==> src/rtl/gha_pkg.sv <==
// shared types and constants for the generational handle allocator
package gha_pkg;

    localparam int MAX_SLOTS   = 1024;
    localparam int SLOT_W      = $clog2(MAX_SLOTS);
    localparam int CNT_W       = SLOT_W + 1;
    localparam int GEN_W       = 16;
    localparam int IDX_W       = 16;
    localparam int CAP_W       = 11;
    localparam int IN_TDATA_W  = ((IDX_W + GEN_W + 7) / 8) * 8;
    localparam int OUT_FIELD_W = SLOT_W + GEN_W + 1;
    localparam int OUT_TDATA_W = ((OUT_FIELD_W + 7) / 8) * 8;

    typedef enum logic [1:0] {
        CMD_ALLOC   = 2'd0,
        CMD_DESTROY = 2'd1,
        CMD_CHECK   = 2'd2,
        CMD_TICK    = 2'd3
    } cmd_t;

    typedef enum logic [1:0] {
        STATUS_OK         = 2'd0,
        STATUS_NO_SLOT    = 2'd1,
        STATUS_BAD_HANDLE = 2'd2
    } status_t;

    typedef enum logic [2:0] {
        ST_CLEAR,
        ST_IDLE,
        ST_ALLOC_STK,
        ST_ALLOC_GEN,
        ST_HANDLE,
        ST_DRAIN,
        ST_OUT
    } state_t;

    typedef struct packed {
        status_t             status;
        logic [SLOT_W-1:0]   index;
        logic [GEN_W-1:0]    generation;
        logic                valid;
    } result_t;

    typedef struct packed {
        logic                wr_en;
        logic [SLOT_W-1:0]   wr_addr;
        logic [GEN_W-1:0]    wr_data;
        logic                rd_en;
        logic [SLOT_W-1:0]   rd_addr;
    } gen_ram_req_t;

    typedef struct packed {
        logic                wr_en;
        logic [SLOT_W-1:0]   wr_addr;
        logic [SLOT_W-1:0]   wr_data;
        logic                rd_en;
        logic [SLOT_W-1:0]   rd_addr;
    } slot_ram_req_t;

endpackage

==> src/rtl/gha_ctrl.sv <==
// request sequencer: stack and generation bookkeeping, drain and clearing pass
module gha_ctrl (
    input  logic                                aclk,
    input  logic                                aresetn,
    input  logic                                cfg_wr_en,
    input  logic [gha_pkg::CAP_W-1:0]           cfg_wr_data,
    input  logic                                s_axis_tvalid,
    output logic                                s_axis_tready,
    input  logic [gha_pkg::IN_TDATA_W-1:0]      s_axis_tdata,
    input  logic [1:0]                          s_axis_tuser,
    output logic                                m_axis_tvalid,
    input  logic                                m_axis_tready,
    output gha_pkg::result_t                    m_result,
    output gha_pkg::gen_ram_req_t               gen_req,
    input  logic [gha_pkg::GEN_W-1:0]           gen_rd_data,
    output gha_pkg::slot_ram_req_t              stk_req,
    input  logic [gha_pkg::SLOT_W-1:0]          stk_rd_data,
    output gha_pkg::slot_ram_req_t              pend_req,
    input  logic [gha_pkg::SLOT_W-1:0]          pend_rd_data
);

    localparam logic [gha_pkg::CNT_W-1:0] MAX_CNT = gha_pkg::CNT_W'(gha_pkg::MAX_SLOTS);

    gha_pkg::state_t                 state_reg, state_next;
    logic [gha_pkg::CNT_W-1:0]       cap_reg, cap_next;
    logic [gha_pkg::CNT_W-1:0]       free_cnt_reg, free_cnt_next;
    logic [gha_pkg::CNT_W-1:0]       low_reg, low_next;
    logic [gha_pkg::CNT_W-1:0]       pend_cnt_reg, pend_cnt_next;
    logic [gha_pkg::CNT_W-1:0]       drain_k_reg, drain_k_next;
    logic                            drain_pipe_reg, drain_pipe_next;
    logic [gha_pkg::SLOT_W-1:0]      clr_reg, clr_next;
    gha_pkg::cmd_t                   cmd_reg, cmd_next;
    logic [gha_pkg::SLOT_W-1:0]      idx_reg, idx_next;
    logic [gha_pkg::GEN_W-1:0]       hgen_reg, hgen_next;
    logic                            in_range_reg, in_range_next;
    logic                            fail_reg, fail_next;
    logic                            orig_reg, orig_next;
    logic [gha_pkg::SLOT_W-1:0]      stk_addr_reg, stk_addr_next;
    logic [gha_pkg::SLOT_W-1:0]      slot_reg, slot_next;
    logic                            m_valid_reg, m_valid_next;
    gha_pkg::result_t                m_res_reg, m_res_next;
    gha_pkg::result_t                hold_reg, hold_next;

    logic [gha_pkg::IDX_W-1:0]       s_idx;
    logic [gha_pkg::GEN_W-1:0]       s_gen;
    logic [gha_pkg::CNT_W-1:0]       pop_addr;
    logic [gha_pkg::SLOT_W-1:0]      slot_sel;
    logic [gha_pkg::CNT_W-1:0]       cap_sat;
    logic                            handle_ok;
    logic                            drain_issue;
    logic                            done;
    logic                            out_free;
    gha_pkg::result_t                res;

    assign s_idx    = s_axis_tdata[gha_pkg::IDX_W-1:0];
    assign s_gen    = s_axis_tdata[gha_pkg::IDX_W +: gha_pkg::GEN_W];
    assign pop_addr = free_cnt_reg - gha_pkg::CNT_W'(1);
    assign out_free = !m_valid_reg || m_axis_tready;
    assign cap_sat  = (int'(cfg_wr_data) > gha_pkg::MAX_SLOTS) ? MAX_CNT
                                                               : gha_pkg::CNT_W'(cfg_wr_data);

    // stack entries below the low-water mark were never overwritten, entry i holds i
    assign slot_sel    = orig_reg ? stk_addr_reg : stk_rd_data;
    assign handle_ok   = in_range_reg && (gen_rd_data == hgen_reg);
    assign drain_issue = drain_k_reg < pend_cnt_reg;

    assign s_axis_tready = (state_reg == gha_pkg::ST_IDLE);
    assign m_axis_tvalid = m_valid_reg;
    assign m_result      = m_res_reg;

    always_comb begin
        state_next      = state_reg;
        cap_next        = cap_reg;
        free_cnt_next   = free_cnt_reg;
        low_next        = low_reg;
        pend_cnt_next   = pend_cnt_reg;
        drain_k_next    = drain_k_reg;
        drain_pipe_next = 1'b0;
        clr_next        = clr_reg;
        cmd_next        = cmd_reg;
        idx_next        = idx_reg;
        hgen_next       = hgen_reg;
        in_range_next   = in_range_reg;
        fail_next       = fail_reg;
        orig_next       = orig_reg;
        stk_addr_next   = stk_addr_reg;
        slot_next       = slot_reg;
        m_valid_next    = m_valid_reg && !m_axis_tready;
        m_res_next      = m_res_reg;
        hold_next       = hold_reg;
        gen_req         = '0;
        stk_req         = '0;
        pend_req        = '0;
        res             = '0;
        res.status      = gha_pkg::STATUS_OK;
        done            = 1'b0;

        unique case (state_reg)
            gha_pkg::ST_CLEAR: begin
                gen_req.wr_en   = 1'b1;
                gen_req.wr_addr = clr_reg;
                gen_req.wr_data = '0;
                clr_next        = clr_reg + gha_pkg::SLOT_W'(1);
                if (clr_reg == gha_pkg::SLOT_W'(gha_pkg::MAX_SLOTS - 1)) begin
                    state_next = gha_pkg::ST_IDLE;
                end
            end
            gha_pkg::ST_IDLE: begin
                if (s_axis_tvalid) begin
                    cmd_next      = gha_pkg::cmd_t'(s_axis_tuser);
                    idx_next      = s_idx[gha_pkg::SLOT_W-1:0];
                    hgen_next     = s_gen;
                    in_range_next = 32'(s_idx) < 32'(cap_reg);
                    fail_next     = (free_cnt_reg == '0);
                    unique case (gha_pkg::cmd_t'(s_axis_tuser))
                        gha_pkg::CMD_ALLOC: begin
                            if (free_cnt_reg != '0) begin
                                stk_req.rd_en   = 1'b1;
                                stk_req.rd_addr = pop_addr[gha_pkg::SLOT_W-1:0];
                                orig_next       = pop_addr < low_reg;
                                stk_addr_next   = pop_addr[gha_pkg::SLOT_W-1:0];
                                free_cnt_next   = pop_addr;
                                if (pop_addr < low_reg) begin
                                    low_next = pop_addr;
                                end
                            end
                            state_next = gha_pkg::ST_ALLOC_STK;
                        end
                        gha_pkg::CMD_DESTROY, gha_pkg::CMD_CHECK: begin
                            gen_req.rd_en   = 1'b1;
                            gen_req.rd_addr = s_idx[gha_pkg::SLOT_W-1:0];
                            state_next      = gha_pkg::ST_HANDLE;
                        end
                        gha_pkg::CMD_TICK: begin
                            drain_k_next = '0;
                            state_next   = gha_pkg::ST_DRAIN;
                        end
                        default: begin
                            state_next = gha_pkg::ST_IDLE;
                        end
                    endcase
                end
            end
            gha_pkg::ST_ALLOC_STK: begin
                if (fail_reg) begin
                    res.status = gha_pkg::STATUS_NO_SLOT;
                    done       = 1'b1;
                end else begin
                    gen_req.rd_en   = 1'b1;
                    gen_req.rd_addr = slot_sel;
                    slot_next       = slot_sel;
                    state_next      = gha_pkg::ST_ALLOC_GEN;
                end
            end
            gha_pkg::ST_ALLOC_GEN: begin
                res.index      = slot_reg;
                res.generation = gen_rd_data;
                done           = 1'b1;
            end
            gha_pkg::ST_HANDLE: begin
                res.valid = handle_ok;
                if (cmd_reg == gha_pkg::CMD_DESTROY) begin
                    if (handle_ok) begin
                        gen_req.wr_en   = 1'b1;
                        gen_req.wr_addr = idx_reg;
                        gen_req.wr_data = gen_rd_data + gha_pkg::GEN_W'(1);
                        // a full pending list drops the index but the request still succeeds
                        if (pend_cnt_reg < MAX_CNT) begin
                            pend_req.wr_en   = 1'b1;
                            pend_req.wr_addr = pend_cnt_reg[gha_pkg::SLOT_W-1:0];
                            pend_req.wr_data = idx_reg;
                            pend_cnt_next    = pend_cnt_reg + gha_pkg::CNT_W'(1);
                        end
                    end else begin
                        res.status = gha_pkg::STATUS_BAD_HANDLE;
                    end
                end
                done = 1'b1;
            end
            gha_pkg::ST_DRAIN: begin
                if (drain_issue) begin
                    pend_req.rd_en   = 1'b1;
                    pend_req.rd_addr = drain_k_reg[gha_pkg::SLOT_W-1:0];
                    drain_k_next     = drain_k_reg + gha_pkg::CNT_W'(1);
                    drain_pipe_next  = 1'b1;
                end
                // pending entry read last cycle goes onto the stack if there is room
                if (drain_pipe_reg && (free_cnt_reg < MAX_CNT)) begin
                    stk_req.wr_en   = 1'b1;
                    stk_req.wr_addr = free_cnt_reg[gha_pkg::SLOT_W-1:0];
                    stk_req.wr_data = pend_rd_data;
                    free_cnt_next   = free_cnt_reg + gha_pkg::CNT_W'(1);
                end
                if (!drain_issue && !drain_pipe_reg) begin
                    pend_cnt_next = '0;
                    done          = 1'b1;
                end
            end
            gha_pkg::ST_OUT: begin
                if (out_free) begin
                    m_res_next   = hold_reg;
                    m_valid_next = 1'b1;
                    state_next   = gha_pkg::ST_IDLE;
                end
            end
            default: begin
                state_next = gha_pkg::ST_IDLE;
            end
        endcase

        if (done) begin
            if (out_free) begin
                m_res_next   = res;
                m_valid_next = 1'b1;
                state_next   = gha_pkg::ST_IDLE;
            end else begin
                hold_next  = res;
                state_next = gha_pkg::ST_OUT;
            end
        end
    end

    always_ff @(posedge aclk) begin
        if (!aresetn) begin
            state_reg      <= gha_pkg::ST_CLEAR;
            cap_reg        <= MAX_CNT;
            free_cnt_reg   <= MAX_CNT;
            low_reg        <= MAX_CNT;
            pend_cnt_reg   <= '0;
            drain_k_reg    <= '0;
            drain_pipe_reg <= 1'b0;
            clr_reg        <= '0;
            m_valid_reg    <= 1'b0;
        end else if (cfg_wr_en) begin
            // capacity write restarts the store and its clearing pass
            state_reg      <= gha_pkg::ST_CLEAR;
            cap_reg        <= cap_sat;
            free_cnt_reg   <= cap_sat;
            low_reg        <= cap_sat;
            pend_cnt_reg   <= '0;
            drain_k_reg    <= '0;
            drain_pipe_reg <= 1'b0;
            clr_reg        <= '0;
            m_valid_reg    <= m_valid_next;
        end else begin
            state_reg      <= state_next;
            cap_reg        <= cap_next;
            free_cnt_reg   <= free_cnt_next;
            low_reg        <= low_next;
            pend_cnt_reg   <= pend_cnt_next;
            drain_k_reg    <= drain_k_next;
            drain_pipe_reg <= drain_pipe_next;
            clr_reg        <= clr_next;
            m_valid_reg    <= m_valid_next;
        end
    end

    always_ff @(posedge aclk) begin
        cmd_reg      <= cmd_next;
        idx_reg      <= idx_next;
        hgen_reg     <= hgen_next;
        in_range_reg <= in_range_next;
        fail_reg     <= fail_next;
        orig_reg     <= orig_next;
        stk_addr_reg <= stk_addr_next;
        slot_reg     <= slot_next;
        m_res_reg    <= m_res_next;
        hold_reg     <= hold_next;
    end

`ifndef SYNTHESIS
    a_free_cnt_max: assert property (@(posedge aclk) disable iff (!aresetn)
        free_cnt_reg <= MAX_CNT)
        else $error("free count above slot count");

    a_low_water: assert property (@(posedge aclk) disable iff (!aresetn)
        low_reg <= free_cnt_reg)
        else $error("low-water mark above free count");

    a_pend_cnt_max: assert property (@(posedge aclk) disable iff (!aresetn)
        pend_cnt_reg <= MAX_CNT)
        else $error("pending count above slot count");

    a_drain_empties: assert property (@(posedge aclk) disable iff (!aresetn)
        (state_reg == gha_pkg::ST_DRAIN && !drain_issue && !drain_pipe_reg)
        |=> (pend_cnt_reg == '0))
        else $error("pending list not empty after tick");

    a_hold_busy: assert property (@(posedge aclk) disable iff (!aresetn)
        (state_reg == gha_pkg::ST_OUT) |-> m_valid_reg)
        else $error("result held back while output register is free");
`endif

endmodule

==> config.mk <==
export PLATFORM = sky130hd
export DESIGN_NAME = gha_ctrl
export DESIGN_NICKNAME = d
export VERILOG_FILES = /design/src/rtl/gha_pkg.sv /design/src/rtl/gha_ctrl.sv
export SDC_FILE = /design/constraint.sdc
export NUM_CORES = 1
export LEC_CHECK = 0
export BUFFER_PORTS_ARGS = -buffer_cell sky130_fd_sc_hd__buf_4
export CELL_PAD_IN_SITES_DETAIL_PLACEMENT = 2
export CELL_PAD_IN_SITES_GLOBAL_PLACEMENT = 2
export CORE_AREA = 3 3 183 185
export DETAILED_ROUTE_END_ITERATION = 10
export DIE_AREA = 0 0 186 188
export PLACE_DENSITY = 0.77
export SLEW_MARGIN = 5
export SYNTH_ARGS = -nofsm -noshare
export SYNTH_HDL_FRONTEND = slang
export SYNTH_SLANG_ARGS = --single-unit
==> constraint.sdc <==
create_clock -name aclk -period 3.8 [get_ports aclk]
set_clock_uncertainty 0.2 [all_clocks]
set_input_delay 0.76 -clock aclk [delete_from_list [all_inputs] [get_ports aclk]]
set_output_delay 0.76 -clock aclk [all_outputs]
set_load 0.01 [all_outputs]
# Yosys cells after proc, flatten, opt, wreduce, memory -nomap -nowiden
# Cells that the tools add are included.
[word_totals] reg_bits=179 in_bits=86 out_inout_bits=133 wordCells=172
[op_classes] add_sub_neg=6 order_cmp=6 n_eq_ne=28 mux=68 bitwise=4 reduce_logical=35
[op_table] cell="two-way mux 11 bit" count=28
[op_table] cell="two-way mux 21 bit" count=6
[op_table] cell="two-way mux 29 bit" count=4
[op_table] cell="one-hot mux 11 bit (2 select lines)" count=4
[op_table] cell="two-way mux 27 bit" count=2
[op_table] cell="one-hot mux 27 bit (2 select lines)" count=1
[op_table] cell="adder 11 x 1 -> 11 bit (second input constant)" count=3
[op_table] cell="two-way mux 26 bit" count=1
[op_table] cell="less-than comparator 11 bit" count=2
[op_table] cell="less-than comparator 11 bit (second input constant)" count=2
[op_table] cell="AND reduction 5 bit" count=4
[op_table] cell="two-way mux 3 bit" count=6
[op_table] cell="adder 16 x 1 -> 16 bit (second input constant)" count=1
[op_table] cell="== test 16 bit" count=1
[op_table] cell="less-than comparator 16 x 11 -> 1 bit" count=1
[op_table] cell="!= test 3 bit (second input constant)" count=5
[op_table] cell="one-hot mux 3 bit (5 select lines)" count=1
[op_table] cell="nonzero test 2 bit" count=7
[op_table] cell="!= test 2 bit (second input constant)" count=6
[op_table] cell="greater-than comparator 11 bit (second input constant)" count=1
[op_table] cell="zero test 11 bit" count=1
[op_table] cell="nonzero test 11 bit" count=1
[op_table] cell="subtractor 11 x 1 -> 11 bit (second input constant)" count=1
[op_table] cell="adder 10 x 1 -> 10 bit (second input constant)" count=1
[op_table] cell="other kinds (25)" count=57

# Depth between registers and ports, before layout
# Gate-level depths: netlist (run 1).
[logic_depth] word_depth=8 ltp_mapped=14 mapped_depth_nobuf=12

# Least setup slack after synthesis (run 1)
# No wires, ideal clock.
[synth_path] kind="reg-to-reg" startpoint="reg free_cnt_reg[0] (netlist name)" endpoint="reg low_reg[7] (netlist name)" setup_ns=0.132 arrival_time_ns=3.312 t_required_ns=3.468 setup_slack_ns=0.155 path_stages_with_launch=15 path_buffers=2 period_less_slack_ns=3.645 path_cell_list="dfxtp_1 -> clkbuf_1 -> inv_1 -> ha_1 -> or4b_4 -> or4_1 -> xor2_1 -> inv_1 -> ha_1 -> a21oi_1 -> o21ai_0 -> a21oi_1 -> clkbuf_1 -> a31oi_1 -> a2bb2oi_1"
[synth_between] elab_chain_cells=7 word_cells_on_any_way=12 cone_classes="add/sub: 1; order compare: 1; mux: 6; reduce/logical: 4"
[synth_rtl] item="from (decl)" line="gha_ctrl.sv:26" source="logic [gha_pkg::CNT_W-1:0] free_cnt_reg, free_cnt_next;"
[synth_rtl] item="from (signal assigned)" line="gha_ctrl.sv:238" source="free_cnt_reg <= cap_sat;"
[synth_rtl] item="from (signal assigned)" line="gha_ctrl.sv:248" source="free_cnt_reg <= free_cnt_next;"
[synth_rtl] item="parallel branches: the longest is 7 deep, another holds subtractor 11 x 1 -> 11 bit"
[synth_rtl] item="to (signal assigned)" line="gha_ctrl.sv:239" source="low_reg <= cap_sat;"
[synth_rtl] item="to (signal assigned)" line="gha_ctrl.sv:249" source="low_reg <= low_next;"
[synth_rtl] item="to (decl)" line="gha_ctrl.sv:27" source="logic [gha_pkg::CNT_W-1:0] low_reg, low_next;"
# Several ways; the timed one is not identified. The select of a mux whose other input is x is not followed.
# A chain may end at the register's enable or synchronous reset.

==> results of run 1 <==
==> final cells by class <==
type,count,area [um2],share of cell area (%)
clock buffer,19,433,3.46
clock inverter,13,119,0.951
inverter,56,210,1.68
multi-input combinational,694,4740,38.0
sequential,179,4380,35.1
tap,408,510,4.08
timing repair buffer,279,2100,16.8
==> layer usage <==
layer	global-route usage [%]	vias up	share of wire, %
li1	-	3991	-
met1	25.8	4203	43
met2	35.7	226	50
met3	3.74	36	4.8
met4	5.21	0	2.0
met5	0	-	0
==> path summary, 6_finish.rpt <==
| check | to | slack (ps) |
|---|---|---|
| min reg2reg | cap_next[9]$_SDFFE_PN0P_ | 260 |
| min | cap_next[9]$_SDFFE_PN0P_ | 260 |
| max reg2reg | low_reg[2]$_SDFFE_PN0P_ | 260 |
| max | gen_req[33] | 120 |
==> power groups by stage <==
stage          combinational [uW]  sequential, uW  clock (uW)
5_1_grt                       568            2040        1830
6_report                      516            2040        1700
2_1_floorplan                 244            2080           0
3_5_place_dp                  508            2090           0
3_3_place_gp                  485            2080           0
4_1_cts                       516            2040        1750
==> stage by stage <==
step	power, uW	utilization (%)
after floorplan	2320	-
after global placement	2570	37.0
after detailed placement	2590	37.0
after CTS	4310	38.8
after global routing	4440	38.8
final	4260	38.8
==> cells by family (layout without fill, tap and decap cells) <==
group                      Yosys count  in the layout  synth area share [%]
AOI/OAI and AO/OA                  175            175                  12.0
DFF                                179            179                  45.8
and+or+nand+nor                    372            372                  21.7
muxes                               43             43                  4.68
xor gates and xnor gates            65             65                  5.95
adders and majority gates           39             39                  5.10
buffers and inverters              116            367                  4.81
==> Yosys cell counts, types with 3 or more instances <==
cell type,number
dfxtp_1,99
edfxtp_1,80
nor2_1,66
and2_1,64
inv_1,55
nand2_1,51
o21ai_0,50
nand3_1,40
ha_1,39
a21oi_1,38
clkbuf_1,38
xnor2_1,33
xor2_1,32
and3_1,29
mux2i_1,29
nand4_1,27
nor3_1,26
a22o_1,21
buf_2,16
mux2_2,14
a31oi_1,12
a21o_1,11
nand2b_1,9
nor2b_1,9
or3_1,9
nor4_1,7
a2bb2oi_1,4
buf_1,4
o311ai_1,4
or4_1,4
a21boi_0,3
nand3b_1,3
nor3_2,3
nor3b_1,3
nor4_2,3
o211ai_1,3
o21a_1,3
o21ai_1,3
o31ai_1,3
or2_2,3
==> timing repair <==
| action | 4_1_cts | 5_1_grt |
|---|---|---|
| resized for setup | 3 | 2 |
| pin swaps | 0 | 1 |
| endpoints found under the setup margin | 10 | 19 |
==> impl_metrics.yaml, run 1 <==
sta:
  rsz0062_at_grt: "false"
  tns_ps: 0
  min_period_over_period_pct: 96.9
  layout_setup_ws_ps: 117
  finalMaxSlewViolations: 0
  worst_pin_slew_ps: 583
  relSlewSlack_pct: 60.7
  fin_hold_ws_ps: 258
  finalSetupViolCount: 0
  hold_viol_final: 0
  fmax_mhz: 272
  period_needed_ps: 3680
worst_setup_path:
  path_buf_inv: 4
  r2r-start: "free_cnt_reg[0]$_SDFFE_PN0P_"
  crit_top_cell: "buf_4"
  end_kind: "output port"
  cp_num_cells: 9
  crit_path_start: "gen_rd_data[10]"
  cp_top_family: "simple AND/OR/NAND/NOR gates"
  cpPeakStageDelay_ps: 360
  critical_path_required_ps: 2840
  critPathKind: "input pin to output port"
  crit_arrival_ps: 2720
  crit_chain: "buf_4 > xnor2_1 > nand4_1 > buf_4 > or2_2 > nor3_2 > buf_4 > a32o_1 > buf_4"
  crit_slowest_cell: "or2_2"
  path_max_fanout: 17
  reg2reg_depth: 12
  start_kind: "input pin"
yosys:
  syn_avg_cell_area_um2: 9.67
  syn_nets: 1114
  yosysTopAreaCell: "edfxtp_1"
  synth_cell_type_count: 74
  ys_top_cells_by_area: "edfxtp_1, dfxtp_1, ha_1"
  synth_edf_count: 80
  synth-seq-cells: 179
  netlist.area_leader.share_pct: 25.1
  syn_inst: 989
  synth_area_um2: 9560
  synthArstFlopShare_pct: 0
  yosysSeqAreaShare_pct: 45.8
  yosysWarnings: 0
  ys.flop_type: "dfxtp_1"
cells_and_area:
  nNetsFinal: 1352
  antennaDiodeCount: 0
  layout_commonest_cell: "buf_4"
  stdcell_area_um2: 12500
  syn_to_final_growth_pct: 30.7
  fin_cells: 1648
  final_cell_mix: "buf_4, dfxtp_1, edfxtp_1"
  drive_above_1_share_pct: 28.4
  nFillCells: 3516
global_routing:
  grt_max_degree: 52
  grt_usage_pct: 20.4
  gr-total-overflow: 0
  antenna_found_initial: 0
  grt_pass1_vias: 9362
  grt_pass1_wl_um: 55200
hold_path:
  hold_depth: 1
  hp-class: "register to register"
  hp-start: "cap_next[9]$_SDFFE_PN0P_"
power_and_ir_drop:
  p_per_area_nw_per_um2: 341
  p_sw_uw: 1140
  comb_power_share_pct: 12.1
  power.share.sequential_pct: 47.9
  clockPowerShare_pct: 40.0
  vdd_ir_drop_max_v: 0.000282
  switching_share_pct: 26.8
  p_int_uw: 3120
  power.leakage_uw: 0.00511
drt:
  num_vias: 8456
  ant_nets: 0
  drt-wirelength-per-cell_um: 21.8
  wirelength_um: 35800
  viasPerCell: 5.13
  drc: 0
  firstDrtPassIters: 5
  drt-initial-drc-count: 463
place:
  placed_cell_area_um2: 11900
  hpwl_um: 27500
  io_buffer_count: 218
  pre_cts_ws_ps: -98.3
  place_congestion: 0.828
  dp.cells: 1616
die:
  ios: 219
  chipWidth_um: 186
  rows: 66
  core_um2: 32200
  die_y_um: 188
  die_area_um2: 35000
  start_util_pct: 29.7
clock_network:
  clk_latency_ps: 430
  post_cts_buffers: 0
  cts_max_path_buffers: 2
  cts_tree: "done"
  cts_hold_buf: 0
  htreeDepth: 4
  cts-root-buf: "clkbuf_16"
  clock-sinks: 179
  cts_buffers: 17
  path_clk_slew_ps: 70
run_status:
  status: "completed"
job:
  cap_violations: 0
No activity file was read; power rests on OpenSTA's default activity.
==> run 2, diff against run 1 <==
--- a/config.mk
+++ b/config.mk
@@ -12,6 +12,7 @@
 export DETAILED_ROUTE_END_ITERATION = 10
 export DIE_AREA = 0 0 186 188
 export PLACE_DENSITY = 0.77
+export REMOVE_ABC_BUFFERS = 1
 export SLEW_MARGIN = 5
 export SYNTH_ARGS = -nofsm -noshare
 export SYNTH_HDL_FRONTEND = slang
==> run 2 against run 1 <==
Net effect: register-to-register slack got worse by 40 ps; first-iteration DRC count grew 8.0%; routed wire length down 0.44%; sequential share of layout area shrank 0.070 points; sequential power barely moved; hold slack improved by 6.8 ps; power grew 1.6%; final cell count is 0.42% lower; sequential cell count stayed put; die area stayed put.
==> impl_metrics.yaml, run 2 (synthesis results as in run 1) <==
worst_setup_path:
  reg2reg_depth: 12
  cpPeakStageDelay_ps: 560
  start_kind: "input pin"
  rrSetupSlack_ps: 220
  crit_chain: "buf_4 > xor2_1 > nor4_1 > buf_4 > nand2_1 > or4_4 > nor2_4 > buf_4 > and2_1 > buf_4"
  crit_arrival_ps: 2720
  critPathKind: "input pin to output port"
  crit_top_cell: "buf_4"
  r2r_end: "low_reg[1]$_SDFFE_PN0P_"
  r2r-start: "free_cnt_reg[1]$_SDFFE_PN0P_"
  end_kind: "output port"
  crit_slowest_cell: "or4_4"
  critical_path_required_ps: 2840
  cp_top_family: "simple AND/OR/NAND/NOR gates"
  path_max_fanout: 7
  path_buf_inv: 4
sta:
  relSlewSlack_pct: 61.0
  layout_setup_ws_ps: 119
  fin_hold_ws_ps: 264
  worst_pin_slew_ps: 585
  fmax_mhz: 272
  period_needed_ps: 3680
  min_period_over_period_pct: 96.9
  finalMaxSlewViolations: 0
  finalSetupViolCount: 0
  rsz0062_at_grt: "false"
  tns_ps: 0
  hold_viol_final: 0
place:
  place_congestion: 0.828
  pre_cts_ws_ps: -58.3
  io_buffer_count: 218
  hpwl_um: 27100
hold_path:
  hp-class: "register to register"
  hp-start: "cap_next[1]$_SDFFE_PN0P_"
  whs_endpoint: "cap_next[1]$_SDFFE_PN0P_"
  hold_depth: 1
cells_and_area:
  final_cell_mix: "buf_4, dfxtp_1, edfxtp_1"
  nFillCells: 3561
  post-route-util_pct: 38.9
  nNetsFinal: 1345
  layout_commonest_cell: "buf_4"
  antennaDiodeCount: 0
  drive_above_1_share_pct: 28.6
  syn_to_final_growth_pct: 31.0
global_routing:
  grt_pass1_vias: 9238
  grt_pass1_wl_um: 55400
  grt_max_degree: 52
  gr-total-overflow: 0
  grt_usage_pct: 20.4
  antenna_found_initial: 0
clock_network:
  clk_latency_ps: 430
  cts_max_path_buffers: 2
  cts_tree: "done"
  htreeDepth: 4
  path_clk_slew_ps: 70
  cts_buffers: 17
  cts_hold_buf: 0
  clock-sinks: 179
  cts-root-buf: "clkbuf_16"
drt:
  firstDrtPassIters: 5
  ant_nets: 0
  viasPerCell: 5.19
  drt-wirelength-per-cell_um: 21.7
  num_vias: 8522
  drt-initial-drc-count: 500
  drc: 0
  wirelength_um: 35700
die:
  ios: 219
  die_area_um2: 35000
  start_util_pct: 29.7
  core_um2: 32200
  chipWidth_um: 186
  rows: 66
  die_y_um: 188
power_and_ir_drop:
  p_per_area_nw_per_um2: 345
  vdd_ir_drop_max_v: 0.000339
  power.leakage_uw: 0.00511
run_status:
  status: "completed"
job:
  cap_violations: 0
run 2: changes by cell type in the layout (fill, tap and decap cells not counted):
cell / previous run / this run
buf_12: 0 / 1
nor3_2: 4 / 8
clkinv_4: 1 / 4
clkbuf_8: 0 / 1
clkinv_8: 1 / 2
nor3_1: 25 / 21
clkbuf_16: 17 / 18
clkinv_2: 0 / 1
clkinvlp_4: 2 / 0
buf_4: 278 / 270
clkbuf_1: 2 / 0
inv_8: 4 / 3
clkinv_1: 2 / 0
run 2: worst max-delay path by stage:
stage | cells past startpoint | from | end
3_3_place_gp | 8 | gen_rd_data[15] | pend_req[22]
3_5_place_dp | 8 | gen_rd_data[15] | pend_req[27]
5_1_grt | 9 | free_cnt_reg[1]$_SDFFE_PN0P_ | stk_req[2]
2_1_floorplan | 5 | state_reg[0]$_SDFFE_PP0P_ | hold_reg[0]$_DFFE_PP_
4_1_cts | 9 | hgen_reg[9]$_DFFE_PP_ | pend_req[21]
6_report | 10 | gen_rd_data[7] | pend_req[21]
run 2: final cells by class:
type                       instances  area, um2  area share [%]
multi-input combinational        694       4760            38.0
sequential                       179       4380            35.0
timing repair buffer             272       2060            16.4
tap                              408        510            4.08
clock buffer                      19        464            3.71
inverter                          56        210            1.68
clock inverter                    13        133            1.06
run 2: worst register-to-register path: stages (launching register included):
cell       delay [ps]
dfxtp_1           320
inv_1              90
ha_1              280
or4b_4            500
or4_1             450
xor2_1            240
inv_1             110
ha_1              310
a21oi_1            60
o21ai_0           200
a21oi_2            90
a21oi_1           460
a2bb2oi_1         150
run 2: metal layers:
metal  track usage, %  up-vias  routed length (um)
met2             35.1      227               17600
met5                0        -                   0
met4             4.38        0                 437
met1             26.5     4273               15600
li1                 -     3990                   -
met3             3.96       32                2040
run 2: report_power, final:
group | switching [uW] | leakage (uW) | internal, uW
sequential | 13.2 | 0.00152 | 2020
clock | 851 | 0.000295 | 929
combinational | 287 | 0.00330 | 221
total | 1150 | 0.00511 | 3180
run 2: metrics by stage:
stage | cells | total power, uW | area [um2]
after floorplan | 929 | 2310 | 9310
after global placement | 1609 | 2560 | 11900
after detailed placement | 1609 | 2580 | 11900
after CTS | 1641 | 4370 | 12500
after global routing | 1641 | 4500 | 12500
final | 1641 | 4330 | 12500
run 2: what timing repair did:
action                                  4_1_cts  5_1_grt
pin swaps                                     0        1
buffers inserted                              0        0
resized for setup                             2        7
endpoints found under the setup margin        4       42
==> run 3, diff against run 2 <==
--- a/config.mk
+++ b/config.mk
@@ -5,12 +5,13 @@
 export SDC_FILE = /design/constraint.sdc
 export NUM_CORES = 1
 export LEC_CHECK = 0
+export ABC_AREA = 1
 export BUFFER_PORTS_ARGS = -buffer_cell sky130_fd_sc_hd__buf_4
 export CELL_PAD_IN_SITES_DETAIL_PLACEMENT = 2
 export CELL_PAD_IN_SITES_GLOBAL_PLACEMENT = 2
-export CORE_AREA = 3 3 183 185
+export CORE_AREA = 8 8 199 201
 export DETAILED_ROUTE_END_ITERATION = 10
-export DIE_AREA = 0 0 186 188
+export DIE_AREA = 0 0 207 209
 export PLACE_DENSITY = 0.77
 export REMOVE_ABC_BUFFERS = 1
 export SLEW_MARGIN = 5
==> constraint.sdc (replaced) <==
create_clock -name aclk -period 3.8 [get_ports aclk]
set_clock_uncertainty 0.2 [all_clocks]
set_input_delay 0.38 -clock aclk [delete_from_list [all_inputs] [get_ports aclk]]
set_output_delay 0.38 -clock aclk [all_outputs]
set_load 0.01 [all_outputs]
==> run 3 against run 2 <==
Net effect: hold slack worse by 210 ps; sequential cell count unchanged; sequential power up 10%; global-route usage down 1.8 points; synthesized cell count up 34%; power up 18%; clock power up 9.6%; register-to-register slack better by 280 ps.
==> impl_metrics.yaml, run 3 <==
yosys:
  yosysWarnings: 0
  synth_edf_count: 80
  yosysMostFrequentCell: "nand2_1"
  yosysTopAreaCell: "edfxtp_1"
  synth_cell_type_count: 40
  syn_inst: 1327
  syn_avg_cell_area_um2: 7.59
  ys_top_cells_by_area: "edfxtp_1, dfxtp_1, nand2_1"
  yosysSeqAreaShare_pct: 43.5
  synthArstFlopShare_pct: 0
  ys.flop_type: "dfxtp_1"
  synth-seq-cells: 179
  yosys-top-cells-count: "nand2_1, nor2_1, inv_1"
  netlist.area_leader.share_pct: 23.9
  synth_area_um2: 10100
cells_and_area:
  drive_above_1_share_pct: 19.8
  antennaDiodeCount: 0
  layout_commonest_cell: "nand2_1"
  syn_to_final_growth_pct: 30.4
  stdcell_area_um2: 13100
  nFillCells: 4228
  final_cell_mix: "nand2_1, buf_4, nor2_1"
  nNetsFinal: 1690
  regArea_um2: 4380
  multi_input_area_um2: 4760
clock_network:
  cts_buffers: 17
  path_clk_slew_ps: 80
  cts-root-buf: "clkbuf_16"
  clock-sinks: 179
  htreeDepth: 4
  cts_max_path_buffers: 2
  clk_latency_ps: 440
  cts_tree: "done"
worst_setup_path:
  critical_path_required_ps: 3220
  crit_arrival_ps: 2870
  rrSetupSlack_ps: 500
  r2r_end: "low_reg[2]$_SDFFE_PN0P_"
  crit_top_cell: "nor2_1"
  cpPeakStageDelay_ps: 480
  path_buf_inv: 3
  crit_chain: "nand2_1 > nor2_2 > inv_2 > nor2_1 > inv_1 > nor2_1 > buf_4"
  path_max_fanout: 21
  start_kind: "register"
  crit_slowest_cell: "nor2_2"
  cp_top_family: "simple AND/OR/NAND/NOR gates"
  critPathKind: "register to output port"
  reg2reg_depth: 17
  r2r-start: "free_cnt_reg[0]$_SDFFE_PN0P_"
  end_kind: "output port"
die:
  rows: 70
  start_util_pct: 27.8
  die_y_um: 209
  chipWidth_um: 207
  ios: 219
  core_um2: 36300
  die_area_um2: 43300
hold_path:
  hold_depth: 2
  whs_endpoint: "cap_next[10]$_SDFFE_PN1P_"
  hp-class: "input pin to register"
  hp-start: "aresetn"
sta:
  rsz0062_at_grt: "false"
  tns_ps: 0
  relSlewSlack_pct: 42.9
  fmax_mhz: 290
  fin_hold_ws_ps: 55.9
  min_period_over_period_pct: 90.9
  hold_viol_final: 0
  finalMaxSlewViolations: 0
  worst_pin_slew_ps: 854
  layout_setup_ws_ps: 346
  finalSetupViolCount: 0
  period_needed_ps: 3450
place:
  place_congestion: 0.870
  placed_cell_area_um2: 12200
  pre_cts_ws_ps: 498
  io_buffer_count: 218
  hpwl_um: 31600
drt:
  drt-wirelength-per-cell_um: 19.9
  drt-initial-drc-count: 316
  wirelength_um: 40600
  num_vias: 9939
  ant_nets: 0
  firstDrtPassIters: 5
  viasPerCell: 4.86
  drc: 0
power_and_ir_drop:
  p_per_area_nw_per_um2: 387
  p_sw_uw: 1390
  power.share.sequential_pct: 44.2
  p_int_uw: 3690
  switching_share_pct: 27.4
  power.leakage_uw: 0.00584
  vdd_ir_drop_max_v: 0.000280
  comb_power_share_pct: 17.5
  clockPowerShare_pct: 38.3
global_routing:
  grt_usage_pct: 18.6
  grt_pass1_wl_um: 63400
  antenna_found_initial: 0
  grt_pass1_vias: 11100
  grt_max_degree: 39
  gr-total-overflow: 0
run_status:
  status: "completed"
job:
  cap_violations: 0
[run 3: changes by cell type after synthesis, sizes merged, moves of 30 or more]
cell | before | now
nand3 | 40 | 88
nor2 | 67 | 226
xnor2 | 33 | 3
nand2 | 51 | 276
a21oi | 39 | 97
and2 | 65 | 1
inv | 56 | 178
[run 3: area by class of cell]
type                    count  area share [%]
clock buffers              20            3.49
clock inverters            12            1.34
inverters                 184            5.26
multi-input cells         917            36.2
flip-flops and latches    179            33.4
well taps                 468            4.46
repair buffers            266            15.8
[run 3: power groups by stage]
| stage | Clock (uW) | Combinational, uW | Sequential (uW) |
|---|---|---|---|
| final | 1950 | 891 | 2250 |
| after global routing | 2070 | 986 | 2260 |
| after CTS | 2010 | 907 | 2250 |
| after detailed placement | 0 | 878 | 2300 |
| after global placement | 0 | 844 | 2290 |
| after floorplan | 0 | 380 | 2310 |
[run 3: worst max path at each step]
stage,start,endpoint,slack (ps),depth (start not counted)
6_report,state_reg[2]$_SDFFE_PP0P_,stk_req[21],350,7
5_1_grt,state_reg[1]$_SDFFE_PP0P_,stk_req[21],120,8
4_1_cts,state_reg[1]$_SDFFE_PP0P_,stk_req[28],220,8
3_5_place_dp,free_cnt_reg[0]$_SDFFE_PN0P_,low_reg[2]$_SDFFE_PN0P_,500,17
3_3_place_gp,free_cnt_reg[0]$_SDFFE_PN0P_,low_reg[6]$_SDFFE_PN0P_,730,15
2_1_floorplan,state_reg[0]$_SDFFE_PP0P_,m_result[0]$_DFF_P_,760,5
[run 3: timing repair]
| item | 4_1_cts | 5_1_grt |
|---|---|---|
| hold buffers | 28 | 0 |
| resized for setup | 0 | 0 |
| hold endpoints to repair | 28 | 0 |
| buffers inserted | 0 | 0 |
[run 3: cells by family after synthesis]
| kind of cell | share of synthesized area [%] |
|---|---|
| adders and majority gates | 4.84 |
| xor gates and xnor gates | 2.35 |
| DFF | 43.5 |
| muxes | 2.88 |
| AOI/OAI and AO/OA | 9.62 |
| buffers and inverters | 9.29 |
| and+or+nand+nor | 27.5 |
[run 3: per-stage QoR]
| stage | utilization (%) | cells | power [uW] |
|---|---|---|---|
| 2_1_floorplan | - | 1280 | 2690 |
| 3_3_place_gp | 33.7 | 1986 | 3140 |
| 3_5_place_dp | 33.7 | 1986 | 3170 |
| 4_1_cts | 36.2 | 2046 | 5160 |
| 5_1_grt | 36.2 | 2046 | 5320 |
| 6_report | 36.2 | 2046 | 5090 |
[run 3: layer usage]
metal / share of wire, % / track usage (%) / vias to the layer above
met3: 5.3 / 4.82 / 37
met2: 48 / 32.0 / 248
met4: 2.1 / 5.60 / 0
met5: 0 / 0 / -
met1: 45 / 22.5 / 4860
li1: - / - / 4794
